[src/rtl/text_line_layout_aligner_defines.svh]
// Assertion macros used by the layout aligner module.
`ifndef TEXT_LINE_LAYOUT_ALIGNER_DEFINES_SVH
`define TEXT_LINE_LAYOUT_ALIGNER_DEFINES_SVH

// Checks that an antecedent implies a consequent in the following cycle.
`define TLA_ASSERT_NEXT(label, clk, rstn, ante, cons) \
    label: assert property (@(posedge clk) disable iff (!rstn) (ante) |=> (cons)) \
        else $error("assertion failed");

// Checks that an antecedent implies a consequent in the same cycle.
`define TLA_ASSERT_NOW(label, clk, rstn, ante, cons) \
    label: assert property (@(posedge clk) disable iff (!rstn) (ante) |-> (cons)) \
        else $error("assertion failed");

`endif

[src/rtl/tla_pkg.sv]
package tla_pkg;

    localparam int LineDepth  = 64;
    localparam int GlyphCount = 95;
    localparam int FracBits   = 8;
    localparam int FillW      = $clog2(LineDepth + 1);
    localparam int IdxW       = $clog2(LineDepth);
    localparam int GlyphW     = $clog2(GlyphCount);

    localparam logic [6:0] NewlineCode    = 7'd10;
    localparam logic [6:0] FirstPrintable = 7'd32;
    localparam logic signed [23:0] PosMax = 24'sh7FFFFF;
    localparam logic signed [23:0] PosMin = -24'sh800000;

    localparam logic [2:0] RegOriginX = 3'd0;
    localparam logic [2:0] RegOriginY = 3'd1;
    localparam logic [2:0] RegAlignH  = 3'd2;
    localparam logic [2:0] RegAlignV  = 3'd3;
    localparam logic [2:0] RegPitch   = 3'd4;
    localparam logic [2:0] RegTotal   = 3'd5;

    typedef enum logic [3:0] {
        ST_IDLE,
        ST_LOOK,
        ST_PLACE,
        ST_H_MUL,
        ST_V_MUL1,
        ST_V_MUL2,
        ST_RD,
        ST_EMIT,
        ST_WAIT,
        ST_AFTER
    } state_t;

    typedef enum logic [1:0] {
        MUL_H,
        MUL_V1,
        MUL_V2
    } mul_sel_t;

    function automatic logic signed [23:0] sat24(input logic signed [27:0] v);
        if (v > 28'(PosMax)) begin
            return PosMax;
        end else if (v < 28'(PosMin)) begin
            return PosMin;
        end
        return v[23:0];
    endfunction

    function automatic logic signed [23:0] sat24w(input logic signed [33:0] v);
        if (v > 34'(PosMax)) begin
            return PosMax;
        end else if (v < 34'(PosMin)) begin
            return PosMin;
        end
        return v[23:0];
    endfunction

endpackage

[src/rtl/tla_mul.sv]
module tla_mul
    import tla_pkg::*;
(
    input  logic                aclk,
    input  logic signed [32:0]  op_a,
    input  logic signed [16:0]  op_b,
    output logic signed [49:0]  prod_reg
);

    always_ff @(posedge aclk) begin
        prod_reg <= 50'(op_a) * 50'(op_b);
    end

endmodule

[config.mk]
export PLATFORM = sky130hd
export DESIGN_NAME = tla_mul
export DESIGN_NICKNAME = d
export VERILOG_FILES = /design/src/rtl/text_line_layout_aligner_defines.svh /design/src/rtl/tla_pkg.sv /design/src/rtl/tla_mul.sv
export SDC_FILE = /design/constraint.sdc
export NUM_CORES = 2
export LEC_CHECK = 0
export BUFFER_PORTS_ARGS = -buffer_cell sky130_fd_sc_hd__buf_2
export CORE_AREA = 2 2 243 245
export CTS_CLUSTER_SIZE = 8
export DETAILED_ROUTE_END_ITERATION = 7
export DIE_AREA = 0 0 245 247
export GPL_ROUTABILITY_DRIVEN = 0
export PLACE_DENSITY_LB_ADDON = 0.15
export SLEW_MARGIN = 15
export SYNTH_ARGS = -nofsm -noshare
export SYNTH_HDL_FRONTEND = slang
export SYNTH_SLANG_ARGS = --single-unit
[constraint.sdc]
create_clock -name aclk -period 6.7 [get_ports aclk]
set_input_delay 0 -clock aclk [delete_from_list [all_inputs] [get_ports aclk]]
set_output_delay 0 -clock aclk [all_outputs]
set_load 0.05 [all_outputs]
==> flow_summary.yaml <==
placed_design:
  io_buffers: 100
  place_ws_ps: 235
  dp_hpwl_mm: 44.9
floorplan:
  io_pins: 101
  core_um2: 58200
  fp-row-count: 89
  chipWidth_um: 245
  die_area_um2: 60500
  die_h_um: 247
  start_util_pct: 34.5
drt:
  routedWlPerCell_um: 17.7
  drc_errors: 0
  via_per_inst: 4.71
  ant_nets: 0
  drt_wl_total_mm: 52.7
  dr.first_iter.drc_count: 491
  vias: 14000
  dr.pass1.iters: 4
clock_network:
  clk_pin_slew_ps: 80
  cts_resized: 0
  hold_buffers: 0
  cts_sinks: 50
  numCtsBuffers: 5
  root_buffer: "clkbuf_16"
  clock_path_buffers: 2
  cts_tree: "yes"
  htreeDepth: 2
  post_cts_buffers: 0
timing:
  fin_crit_sh_pct: 92.7
  final.setup.tns_ps: 0
  rsz0062_at_grt: "no"
  final-max-slew-violation-count: 0
  setup_viol_count_final: 0
  worst_slack_ps: 490
  fmax_ghz: 0.161
  tightestPinTransition_ps: 779
  hold_viol: 0
  min_period_ps: 6210
  maxSlewHeadroom_pct: 48.1
synthesis:
  syn_avg_cell_area_um2: 9.32
  ys_warn_count: 0
  synth_area_leaders: "fa_1 53%, inv_1 9.6%, ha_1 7.3%"
  synth_top_area_share_pct: 53.4
  synth_top_area_cell: "fa_1"
  synth.net_count: 2858
  synth_flop_cell: "dfxtp_1"
  netlist_area_um2: 20100
  async_reset_ff_share_pct: 0
  synth.distinct_cells: 59
  synth_seq_cells: 50
  synthCells: 2154
  seq_area_frac_synth_pct: 4.98
  synth-edff-count: 0
layout:
  drive_above_1_share_pct: 7.30
  syn_to_final_growth_pct: 7.63
  nNetsFinal: 2907
  largest_reg_flops: 50
setup_path:
  crit_path_max_fanout: 33
  worstPathArrival_ps: 6420
  crit_path_start_kind: "input pin"
  timing_worst_setup_path_type: "in2reg"
  crit_path_end_kind: "flop"
  required_ps: 6910
grt:
  grt_pass1_vias: 15500
  antenna_found_initial: 2
  grt_usage_pct: 18.4
  grt_first_pass_wirelength_mm: 85.7
  grt_max_degree: 34
  grt_overflow: 0
outcome:
  status: "completed"
job:
  drv_cap: 0
min_path:
  min_path_type: "in2reg"
[cell type report]
class,count,area (um^2)
diodes,1,2.50
well taps,773,967
clock inverters,3,25.0
repair buffers,128,736
multi-input cells,1506,16800
flip-flops and latches,50,1000
fillers,6025,36600
clock buffers,5,125
inverters,512,1920
[worst max-delay path, cell delays in order]
cell and delay (ps):
buf_2 590, and2_1 260, fa_1 400, inv_1 100, fa_1 440, fa_1 500
fa_1 550, inv_1 50, fa_1 490, inv_1 50, fa_1 510, inv_1 50
ha_1 400, nand2_1 70, o21ai_0 310, nor3_2 130, a21o_1 260, a21oi_2 330
a21oi_2 210, a211oi_2 330, mux2i_1 260, nand3_1 90
[Yosys cell counts (2+ instances only)]
cell	instances
nor4_1	2
xnor2_1	40
and3_1	5
a21oi_2	8
xor2_1	10
a211oi_1	5
a31o_2	3
nor2b_1	7
inv_1	511
o21ai_0	18
a31o_4	2
a21boi_0	2
nor3_1	11
o21a_1	5
a31oi_1	3
o21ai_1	2
mux2i_1	2
ha_1	117
nand4_1	4
o21bai_1	9
a21oi_1	43
a221o_1	2
nand3b_1	2
a21o_1	15
a21o_2	3
clkbuf_1	85
and2_1	232
nor2_1	48
fa_1	536
dfxtp_1	50
nand2b_1	14
nand3_1	9
nand2_1	323
[worst paths after layout]
check / from / to / slack (ps) / depth (start not counted)
max: op_b[5] / prod_reg[46]$_DFF_P_ / 490 / 22
min: op_a[0] / prod_reg[0]$_DFF_P_ / 280 / 3
[through the flow]
stage,instances,instance area [um^2],util [%],hold WS (ps)
final,2978,21600,37.1,275
after global routing,2978,21600,37.1,272
after CTS,2977,21600,37.1,255
after detailed placement,2969,21500,36.9,470
after global placement,2969,21500,36.9,468
after floorplan,2154,20100,-,127
[layout by cell type (no fill, tap or decap), types with 3 or more instances in the layout]
cell	instances
fa_1	536
inv_1	511
nand2_1	323
and2_1	232
ha_1	117
buf_2	100
dfxtp_1	50
nor2_1	48
a21oi_1	43
xnor2_1	40
buf_4	26
o21ai_0	18
a21o_1	15
nand2b_1	14
nor3_1	11
xor2_1	10
o21bai_1	9
nand3_1	9
a21oi_2	8
nor2b_1	7
a211oi_1	5
o21a_1	5
and3_1	5
clkbuf_16	5
nand4_1	4
a31o_2	3
a31oi_1	3
a21o_2	3
[kinds of logic after synthesis]
group	count (synthesis)	share of synthesized area, %
and+or+nand+nor	666	16.1
adders and majority gates	653	60.7
buffers and inverters	598	11.2
AOI/OAI and AO/OA	135	4.72
xor gates and xnor gates	50	2.18
DFF	50	4.98
muxes	2	0.0997
[layer usage]
layer	global-route usage, %	vias up	routed length (um)
met5	0	-	5
met4	3.86	2	856
met3	1.57	43	1400
met2	32.4	205	26800
met1	24.8	7454	23600
li1	-	6327	-
Power is left out: the tool's default activity adds up to more than one toggle a clock period on the data nets, which glitch-free logic cannot reach.
